`src/pss_pkg.sv`:
```
package pss_pkg;

	localparam int MAX_ELEMENTS = 256;
	localparam int IDX_W        = $clog2(MAX_ELEMENTS);
	localparam int CNT_W        = $clog2(MAX_ELEMENTS + 1);
	localparam int VAL_W        = 32;
	localparam int TGT_W        = 33;
	localparam int PADDR_W      = 4;
	localparam int PDATA_W      = 64;

	localparam logic REG_TARGET_SUM = 1'b0;

	typedef logic signed [VAL_W-1:0] val_t;
	typedef logic signed [TGT_W-1:0] tgt_t;
	typedef logic [IDX_W-1:0]        idx_t;
	typedef logic [CNT_W-1:0]        cnt_t;

endpackage

```
`src/pss_sum_cmp.sv`:
```
module pss_sum_cmp (
	input  pss_pkg::val_t a,
	input  pss_pkg::val_t b,
	input  pss_pkg::tgt_t target,
	output logic          match
);
	import pss_pkg::*;

	tgt_t sum;

	assign sum   = TGT_W'(a) + TGT_W'(b);
	assign match = (sum == target);
endmodule
```
`config.mk`:
```
export PLATFORM = sky130hd
export DESIGN_NAME = pss_sum_cmp
export DESIGN_NICKNAME = d
export VERILOG_FILES = /design/src/pss_pkg.sv /design/src/pss_sum_cmp.sv
export SDC_FILE = /design/constraint.sdc
export NUM_CORES = 1
export LEC_CHECK = 0
export ABC_CLOCK_PERIOD_IN_PS = 2750
export BUFFER_PORTS_ARGS = -buffer_cell sky130_fd_sc_hd__buf_2
export CORE_MARGIN = 2
export CORE_UTILIZATION = 48
export DETAILED_ROUTE_END_ITERATION = 8
export PLACE_DENSITY = 0.86
export REMOVE_ABC_BUFFERS = 1
export SLEW_MARGIN = 30
export SYNTH_ARGS = -nofsm -noshare
export SYNTH_HDL_FRONTEND = slang
export SYNTH_SLANG_ARGS = --single-unit
export TNS_END_PERCENT = 5
```
`constraint.sdc`:
```
create_clock -name vclk -period 2.75
set_input_delay 0.1375 -clock vclk [all_inputs]
set_output_delay 0.1375 -clock vclk [all_outputs]
set_load 0.03 [all_outputs]
```
Yosys cells after proc, flatten, opt, wreduce, memory -nomap -nowiden
Cells that the tools add are included.
{"block": "op_classes", "add_sub_neg": 1, "n_eq_ne": 1}
{"op": "$add 32x32->33", "count": 1}
{"op": "$eq 33x33->1", "count": 1}
{"block": "word_totals", "out_inout_bits": 1, "input_bits": 97, "regBits": 0, "elab_cells": 2}

Logic depth before layout (Yosys ltp)
Gate-level depths: netlist (run 1).
{"block": "logic_depth", "depth_word": 2, "mapped_depth": 12, "ltp_nobuf": 11}

Worst setup path after synthesis (run 1)
Ideal clock, no wire load.
{"block": "synth_timing", "path_kind": "input to output", "startpoint": "input a[0]", "endpoint": "output match", "stages": 11, "required_ps": 2612, "n_path_buf": 0, "setup_slack_ps": -315, "arrival_ps": 2927, "cell_sequence": "ha_1 -> fa_1 -> xor2_1 -> a211oi_1 -> o2111ai_1 -> or4_1 -> or4_1 -> nor4_2 -> nand4_1 -> nor3_1 -> o211a_1"}
{"block": "synth_via", "elab_chain_cells": 2}
{"item": "start, declared", "line": "pss_sum_cmp.sv:2", "rtl": "input pss_pkg::val_t a,"}
{"item": "$add 32x32->33", "line": "pss_sum_cmp.sv:11", "rtl": "assign sum = TGT_W'(a) + TGT_W'(b);"}
{"item": "$eq 33x33->1", "line": "pss_sum_cmp.sv:12", "rtl": "assign match = (sum == target);"}
{"item": "end, declared", "line": "pss_sum_cmp.sv:5", "rtl": "output logic match"}
No other way between the ends.

Final worst setup path (run 1)
{"block": "layout_timing", "startpoint": "input b[23]", "endpoint": "output match"}
{"block": "layout_via", "elab_chain_cells": 2}
{"item": "start, declared", "line": "pss_sum_cmp.sv:3", "rtl": "input pss_pkg::val_t b,"}
{"item": "$add 32x32->33", "line": "pss_sum_cmp.sv:11"}
{"item": "$eq 33x33->1", "line": "pss_sum_cmp.sv:12"}
No other way between the ends.

==> impl_metrics.env, run 1 <==
export IMPL_status="finished, violations left"
export IMPL_violations="setup timing"
export IMPL_crit_required_ns=2.61
export IMPL_crit_arrival_ns=3.20
export IMPL_max_slew_margin_pct=66.8
export IMPL_multi_input_area_um2=2570
export IMPL_critPathMaxStageDelay_ns=0.51
export IMPL_drive_gt1_share_pct=39.9
export IMPL_grt_busiest_layer="met2"
export IMPL_start_kind="input pin"
export IMPL_synth_top_area_share_pct=15.2
export IMPL_die_area_um2=6080
export IMPL_io_buffers=98
export IMPL_synthCells=390
export IMPL_grt_pass1_vias=3882
export IMPL_viasPerCell=6.24
export IMPL_hpwlAfterDp_um=9770
export IMPL_grt_use_met1_pct=46.6
export IMPL_grt_total_usage_pct=36.9
export IMPL_seq_cells=0
export IMPL_setup_viol=1
export IMPL_swShare_pct=52.3
export IMPL_crit_end="match"
export IMPL_end_kind="primary output"
export IMPL_route_detailed_drc=0
export IMPL_syn_area_um2=2630
export IMPL_seqPwrFrac_pct=0
export IMPL_io_pins=98
export IMPL_synth_top_cell_by_area="ha_1"
export IMPL_dieHeight_um=78.0
export IMPL_core_um2=5200
export IMPL_startpoint="b[23]"
export IMPL_leakage_uw=0.00198
export IMPL_antenna_cells=0
export IMPL_grt_max_degree=10
export IMPL_hold_path_class="in -> out"
export IMPL_maxCapViolCount=0
export IMPL_nClkBuffers=0
export IMPL_vdd_drop_max_mv=0.178
export IMPL_critPathMaxFanout=5
export IMPL_finish_utilization_pct=79.2
export IMPL_syn_to_final_growth_pct=56.9
export IMPL_yosysMostFrequentCell="a21oi_1"
export IMPL_fmax_mhz=300
export IMPL_layout_nets=724
export IMPL_p_int_uw=531
export IMPL_fillerInstances=382
export IMPL_final_hold_violation_count=0
export IMPL_place_congestion=1.01
export IMPL_finalCritPeriodShare_pct=121
export IMPL_p_sw_uw=583
export IMPL_gr_usage_met2_pct=65.8
export IMPL_fin_crit_ns=3.33
export IMPL_grt_remaining_overflow=0
export IMPL_slew_viol_final=0
export IMPL_drtPass1Iterations=5
export IMPL_wl_per_cell_um=18.1
export IMPL_pwr_share_comb_pct=100.0
export IMPL_slowest_stage="or4_4"
export IMPL_seq_area_frac_synth_pct=0
export IMPL_timing_final_ws_setup_ns=-0.584
export IMPL_die_w_um=78.0
export IMPL_placed_cell_area_um2=4030
export IMPL_seq_area_um2=0
export IMPL_drt_initial_drc_count=349
export IMPL_postRouteWirelength_um=12000
export IMPL_pwr_share_clk_pct=0
export IMPL_crit_type="in -> out"
export IMPL_worstMarginPinSlew_ns=0.494
export IMPL_final_area_um2=4120
export IMPL_power_uw=1110
export IMPL_powerDensity_nw_per_um2=270
export IMPL_antenna_left=0
export IMPL_rsz0062_at_grt="true"
export IMPL_synth_distinct_cells=55
export IMPL_ys_warn_count=0
export IMPL_antenna_found_initial=0
export IMPL_num_rows=26
export IMPL_netlist_top_cells_count="52 x a21oi_1, 34 x nand2_1, 32 x ha_1, 27 x xnor2_1, 23 x nor2_1"
export IMPL_routed_via_count=4128
export IMPL_initial_core_util_pct=50.5
export IMPL_avgSynthCellArea_um2=6.74
export IMPL_path_cells="buf_2, ha_2, a21oi_1, o211ai_1, o221ai_1, or4_1, or4_4, nor4_4, nand4_1, nor3_2, o211a_1, buf_6"
export IMPL_use_met3_pct=2.56
export IMPL_grt_pass1_wl_um=18300
export IMPL_synthTopCellsByArea="ha_1 15%, a21oi_1 9.9%, xnor2_1 9.0%"
[cell usage in the layout, fill, tap and decap left out, types with 2 or more instances in the layout]
cell       synthesis  routed
buf_2             10      95
inv_1             12      12
o41a_1             2       2
o211ai_1           8       8
a211oi_2           0       2
or2_2              2       2
o2bb2ai_1          3       3
nand4_1           14      14
o21ai_0           11      11
a21o_1             8       8
nand3_1           17      17
o21ai_1            8       8
mux2i_1            7       7
or3_1              3       3
o21a_1             9       9
o221ai_1           2       2
nor2_1            23      23
nor3_1            13      11
a31oi_1            4       4
and2_1             2       2
nand3b_1           2       2
nand2_1           34      34
buf_6              0       3
nor4_1             3       2
o22ai_1            3       3
nor2b_1            4       4
nor3_2             0       2
o21bai_1           4       4
xor2_1            17      17
a22oi_1            4       4
buf_4              0     121
or2_1              2       2
and3_1             2       2
a21oi_1           52      51
o211a_1            2       2
a211oi_1          10       8
o2111ai_1          5       5
xnor2_1           27      27
ha_1              32      30
[routing by layer]
| layer | vias up | share of wire [%] |
|---|---|---|
| met2 | 307 | 46 |
| met3 | 63 | 9.2 |
| li1 | 1907 | - |
| met5 | - | 0 |
| met1 | 1851 | 40 |
| met4 | 0 | 4.8 |
[cell families (layout without fill, tap and decap cells)]
| group | count (synthesis) | in the layout | synth area share [%] |
|---|---|---|---|
| buffers and inverters | 29 | 231 | 4.62 |
| adder cells (fa/ha/maj) | 33 | 33 | 16.0 |
| AND/OR/NAND/NOR | 129 | 129 | 24.7 |
| AO/OA/AOI/OAI | 147 | 147 | 36.9 |
| multiplexers | 8 | 8 | 3.09 |
| XOR/XNOR | 44 | 44 | 14.7 |
[worst min-delay path by stage]
| stage | startpoint | end | slack [ns] | depth (start not counted) |
|---|---|---|---|---|
| floorplan | target[32] | match | 0.63 | 2 |
| global placement | target[32] | match | 0.83 | 4 |
| detailed placement | target[32] | match | 0.83 | 4 |
| CTS | target[32] | match | 0.82 | 4 |
| global route | target[32] | match | 0.92 | 4 |
| finish | b[31] | match | 0.92 | 4 |
[layout make-up]
cell class / instances / share of cell area, %
multi-input cells: 361 / 62.4
well taps: 70 / 2.12
inverters: 12 / 1.09
repair buffers: 219 / 34.4
[critical path: cells and delay by family]
| family | cells | cell delay (ns) |
|---|---|---|
| AOI/OAI and AO/OA | 4 | 0.92 |
| adders and majority gates | 1 | 0.37 |
| buffers and inverters | 2 | 0.25 |
| and+or+nand+nor | 5 | 1.52 |
[power groups by stage]
stage / registers (uW) / clock network (uW) / logic (uW)
after floorplan: 0 / 0 / 549
after global placement: 0 / 0 / 1010
after detailed placement: 0 / 0 / 1030
after CTS: 0 / 0 / 1050
after global routing: 0 / 0 / 1190
final: 0 / 0 / 1110
[repair_timing]
item                                    4_1_cts  5_1_grt
hold buffers                                  0        0
buffers inserted                              0        1
endpoints found under the setup margin        1        1
pin swaps                                     7        8
resized for setup                            10        8
[metrics by stage]
step                worst slack, ns  hold slack [ns]  instances  setup TNS, ns
finish                       -0.584            0.919        662         -0.584
floorplan                    -0.358            0.626        373         -0.358
global route                 -0.630            0.923        662         -0.630
CTS                          -0.534            0.820        661         -0.534
global placement             -0.587            0.833        661         -0.587
detailed placement           -0.751            0.834        661         -0.751
(Power assumes the default switching activity.)
==> inputs of run 2 (changes only) <==
--- a/config.mk
+++ b/config.mk
@@ -7,7 +7,8 @@
 export LEC_CHECK = 0
 export ABC_CLOCK_PERIOD_IN_PS = 2750
 export BUFFER_PORTS_ARGS = -buffer_cell sky130_fd_sc_hd__buf_2
-export CORE_MARGIN = 2
+export CORE_ASPECT_RATIO = 0.9
+export CORE_MARGIN = 4
 export CORE_UTILIZATION = 48
 export DETAILED_ROUTE_END_ITERATION = 8
 export PLACE_DENSITY = 0.86
==> run 2 against run 1 <==
The flow still finishes with violations (setup timing). Setup slack worse by 0.083 ns. Non-clock buffer count up 5. Die area up 11%. Cell count up 0.30%. Flip-flop and latch count unchanged. Critical endpoint unchanged.
==> impl_metrics.env, run 2 (synthesized netlist as in run 1, its figures left out) <==
export IMPL_hpwlAfterDp_um=9860
export IMPL_wl_per_cell_um=18.7
export IMPL_io_buffers=98
export IMPL_viasPerCell=6.22
export IMPL_grt_pass1_vias=3971
export IMPL_dp_cells=661
export IMPL_swShare_pct=51.9
export IMPL_vdd_drop_max_mv=0.175
export IMPL_die_w_um=86.0
export IMPL_p_int_uw=540
export IMPL_crit_family="compound AO/OA/AOI/OAI gates"
export IMPL_layout_common_cells="126 x buf_4, 95 x buf_2, 51 x a21oi_1"
export IMPL_final_hold_violation_count=0
export IMPL_drtPass1Iterations=5
export IMPL_timing_final_ws_setup_ns=-0.667
export IMPL_critPathMaxStageDelay_ns=0.44
export IMPL_grt_remaining_overflow=0
export IMPL_core_um2=5290
export IMPL_antenna_cells=0
export IMPL_seqPwrFrac_pct=0
export IMPL_p_sw_uw=582
export IMPL_max_slew_margin_pct=48.4
export IMPL_status="finished, violations left"
export IMPL_crit_type="in -> out"
export IMPL_fmax_mhz=293
export IMPL_tns_ns=-0.667
export IMPL_cp_num_buf_inv=3
export IMPL_finalCritPeriodShare_pct=124
export IMPL_dp_slack_ns=-0.685
export IMPL_start_kind="input pin"
export IMPL_maxCapViolCount=0
export IMPL_postRouteWirelength_um=12400
export IMPL_route_detailed_drc=0
export IMPL_postCtsHoldBufs=0
export IMPL_grt_pass1_wl_um=18900
export IMPL_rsz0062_at_grt="true"
export IMPL_crit_required_ns=2.61
export IMPL_seq_cells=0
export IMPL_seq_area_um2=0
export IMPL_die_area_um2=6730
export IMPL_num_rows=25
export IMPL_drive_gt1_share_pct=39.7
export IMPL_final_cell_count_no_fill=664
export IMPL_crit_arrival_ns=3.28
export IMPL_drt_initial_drc_count=414
export IMPL_finish_utilization_pct=78.4
export IMPL_place_congestion=0.966
export IMPL_leakage_uw=0.00201
export IMPL_nClkBuffers=0
export IMPL_io_pins=98
export IMPL_dieHeight_um=78.2
export IMPL_antenna_found_initial=0
export IMPL_setup_viol=1
export IMPL_critPathMaxFanout=4
export IMPL_layout_nets=729
export IMPL_fin_crit_ns=3.42
export IMPL_grt_max_degree=11
export IMPL_worstMarginPinSlew_ns=0.764
export IMPL_end_kind="primary output"
export IMPL_fillerInstances=405
export IMPL_pwr_share_comb_pct=100.0
export IMPL_grt_total_usage_pct=34.4
export IMPL_initial_core_util_pct=49.7
export IMPL_antenna_left=0
export IMPL_path_cells="buf_8, ha_4, fa_1, a211oi_2, buf_4, o211ai_1, a21oi_2, o21bai_2, a21oi_1, mux2_1, a311o_1, nor3_2, o211a_1, buf_6"
export IMPL_syn_to_final_growth_pct=57.6
export IMPL_pwr_share_clk_pct=0
export IMPL_final_common_cell="buf_4"
export IMPL_multi_input_area_um2=2560
export IMPL_powerDensity_nw_per_um2=271
export IMPL_violations="setup timing"
export IMPL_routed_via_count=4131
export IMPL_slew_viol_final=0
export IMPL_hold_path_class="in -> out"
export IMPL_slowest_stage="fa_1"
[run 2: area by class of cell]
type	instances	share of cell area, %
tap	67	2.02
timing repair buffer	224	35.2
inverter	12	1.09
multi-input combinational	361	61.7
[run 2: worst paths after layout]
| check | startpoint | to | slack [ns] | cells after the start |
|---|---|---|---|---|
| worst max-delay path | a[0] | match | -0.67 | 14 |
| worst min-delay path | target[32] | match | 0.88 | 4 |
[run 2: routing by layer]
metal	track usage (%)	part of all wire (%)
met1	45.0	41
met2	58.2	44
met3	3.88	11
met4	11.1	4.4
met5	0	0
[run 2: metrics by stage]
stage	cell area [um^2]	power (uW)	hold slack, ns
2_1_floorplan	2550	549	0.626
3_3_place_gp	4050	1020	0.834
3_5_place_dp	4050	1040	0.837
4_1_cts	4100	1060	0.819
5_1_grt	4140	1200	0.888
6_report	4140	1120	0.876
[run 2: repair_timing]
item,4_1_cts,5_1_grt
setup buffers,1,2
hold endpoints to repair,0,0
pin swaps,10,3
setup endpoints to repair,1,1
resized for setup,9,5
[run 2: power groups by stage]
stage	combinational [uW]	sequential, uW	clock [uW]
6_report	1120	0	0
5_1_grt	1200	0	0
4_1_cts	1060	0	0
3_5_place_dp	1040	0	0
3_3_place_gp	1020	0	0
2_1_floorplan	549	0	0
==> inputs of run 3 (changes only) <==
--- a/config.mk
+++ b/config.mk
@@ -5,11 +5,12 @@
 export SDC_FILE = /design/constraint.sdc
 export NUM_CORES = 1
 export LEC_CHECK = 0
+export ABC_AREA = 1
 export ABC_CLOCK_PERIOD_IN_PS = 2750
 export BUFFER_PORTS_ARGS = -buffer_cell sky130_fd_sc_hd__buf_2
 export CORE_ASPECT_RATIO = 0.9
 export CORE_MARGIN = 4
-export CORE_UTILIZATION = 48
+export CORE_UTILIZATION = 49
 export DETAILED_ROUTE_END_ITERATION = 8
 export PLACE_DENSITY = 0.86
 export REMOVE_ABC_BUFFERS = 1
==> run 3 against run 2 <==
The flow now finishes without violations. Power down 31%. Flip-flop and latch count unchanged. Critical path type unchanged. Sequential share of layout area unchanged. Critical endpoint unchanged.
==> impl_metrics.env, run 3 <==
export IMPL_drive_gt1_share_pct=18.9
export IMPL_antenna_cells=0
export IMPL_seq_area_frac_synth_pct=0
export IMPL_final_hold_violation_count=0
export IMPL_synth_top_cell_by_area="nand2_1"
export IMPL_crit_arrival_ns=2.33
export IMPL_hold_path_class="in -> out"
export IMPL_grt_pass1_vias=3464
export IMPL_grt_remaining_overflow=0
export IMPL_maxCapViolCount=0
export IMPL_rsz0062_at_grt="false"
export IMPL_syn_to_final_growth_pct=19.7
export IMPL_num_rows=26
export IMPL_syn_area_um2=2970
export IMPL_post_cts_buffers=0
export IMPL_finalCritPeriodShare_pct=89.6
export IMPL_hold_ws_ns=0.792
export IMPL_grt_pass1_wl_um=14900
export IMPL_timing_final_ws_setup_ns=0.287
export IMPL_postCtsHoldBufs=0
export IMPL_route_detailed_drc=0
export IMPL_final_area_um2=3550
export IMPL_antenna_found_initial=0
export IMPL_end_kind="primary output"
export IMPL_grt_total_usage_pct=24.2
export IMPL_core_um2=5790
export IMPL_netlist_top_cells_count="233 x nand2_1, 111 x inv_1, 55 x nor2_1, 49 x nand3_1, 32 x ha_1"
export IMPL_slew_viol_final=0
export IMPL_antenna_left=0
export IMPL_wl_per_cell_um=12.5
export IMPL_crit_required_ns=2.61
export IMPL_dp_slack_ns=0.198
export IMPL_start_kind="input pin"
export IMPL_hpwlAfterDp_um=8680
export IMPL_final_common_cell="nand2_1"
export IMPL_worstMarginPinSlew_ns=0.337
export IMPL_leakage_uw=0.00225
export IMPL_layout_nets=829
export IMPL_grt_max_degree=8
export IMPL_initial_core_util_pct=51.2
export IMPL_viasPerCell=5.15
export IMPL_die_area_um2=7360
export IMPL_routed_top_layer="met4"
export IMPL_powerDensity_nw_per_um2=218
export IMPL_vdd_drop_max_mv=0.0996
export IMPL_startpoint="a[11]"
export IMPL_status="finished clean"
export IMPL_yosysMostFrequentCell="nand2_1"
export IMPL_wl_met3_um=727
export IMPL_io_pins=98
export IMPL_setup_viol=0
export IMPL_avgSynthCellArea_um2=4.95
export IMPL_drt_initial_drc_count=237
export IMPL_critPathMaxFanout=5
export IMPL_synthCells=599
export IMPL_placed_cell_area_um2=3540
export IMPL_fmax_mhz=406
export IMPL_place_congestion=0.990
export IMPL_die_w_um=90.0
export IMPL_nClkBuffers=0
export IMPL_io_buffers=98
export IMPL_seq_area_um2=0
export IMPL_synth_distinct_cells=24
export IMPL_wl_met2_um=4230
export IMPL_seq_cells=0
export IMPL_layout_common_cells="233 x nand2_1, 111 x inv_1, 97 x buf_2"
export IMPL_ys_warn_count=0
export IMPL_hold_start="target[21]"
export IMPL_tns_ns=0
export IMPL_synth_top_area_share_pct=29.5
export IMPL_routed_via_count=3953
export IMPL_synthTopCellsByArea="nand2_1 29%, inv_1 14%, ha_1 13%"
export IMPL_max_slew_margin_pct=77.4
export IMPL_fillerInstances=627
export IMPL_wl_met1_um=4490
export IMPL_fin_crit_ns=2.46
export IMPL_dieHeight_um=81.8
export IMPL_multi_input_area_um2=2550
export IMPL_crit_type="in -> out"
export IMPL_postRouteWirelength_um=9580
export IMPL_drtPass1Iterations=5
run 3: kinds of logic (layout without fill, tap and decap cells):
kind of cell | Yosys count | count (layout) | synth area share (%)
and+or+nand+nor | 388 | 388 | 56.9
buffers and inverters | 111 | 209 | 14.0
AOI/OAI and AO/OA | 43 | 43 | 7.80
adders and majority gates | 33 | 33 | 14.2
xor gates and xnor gates | 24 | 24 | 7.09
run 3: per-stage QoR:
| stage | total power, uW | std cells | util [%] |
|---|---|---|---|
| CTS | 762 | 767 | 61.2 |
| global route | 875 | 767 | 61.3 |
| detailed placement | 758 | 767 | 61.2 |
| finish | 776 | 767 | 61.3 |
| floorplan | 541 | 599 | - |
| global placement | 744 | 767 | 61.2 |
run 3: final cells by class:
type / count / share of cell area (%)
timing repair buffer: 98 / 13.9
multi-input combinational: 488 / 71.9
inverter: 111 / 11.7
tap: 70 / 2.47
run 3: path summary, 6_finish.rpt:
path / to / slack, ns / depth (start not counted)
setup / recovery: match / 0.29 / 18
hold / removal: match / 0.79 / 7
run 3: critical path: stages:
cell     delay (ns)
buf_2          0.10
ha_1           0.41
nand2_1        0.15
inv_1          0.07
nand2_1        0.12
inv_1          0.05
a21oi_1        0.17
nand2_1        0.12
nand2_1        0.10
nand2_1        0.05
nand2_1        0.05
nand2_1        0.10
nor2_1         0.13
nand2_1        0.06
nor2_1         0.13
nand3_1        0.09
nor2_1         0.12
buf_4          0.17
run 3: repair_timing:
action                                  in CTS  in global routing
hold endpoints to repair                     0                  0
gates resized for setup                      0                  4
endpoints found under the setup margin       0                  1
run 3: routing by layer:
metal | up-vias | global-route usage, %
li1 | 2052 | -
met4 | 0 | 2.14
met5 | - | 0
met3 | 17 | 1.28
met1 | 1740 | 35.1
met2 | 144 | 41.1
run 3: power breakdown:
part	total, uW	switching, uW	internal (uW)
logic	776	479	297
clock network	0	0	0
registers	0	0	0
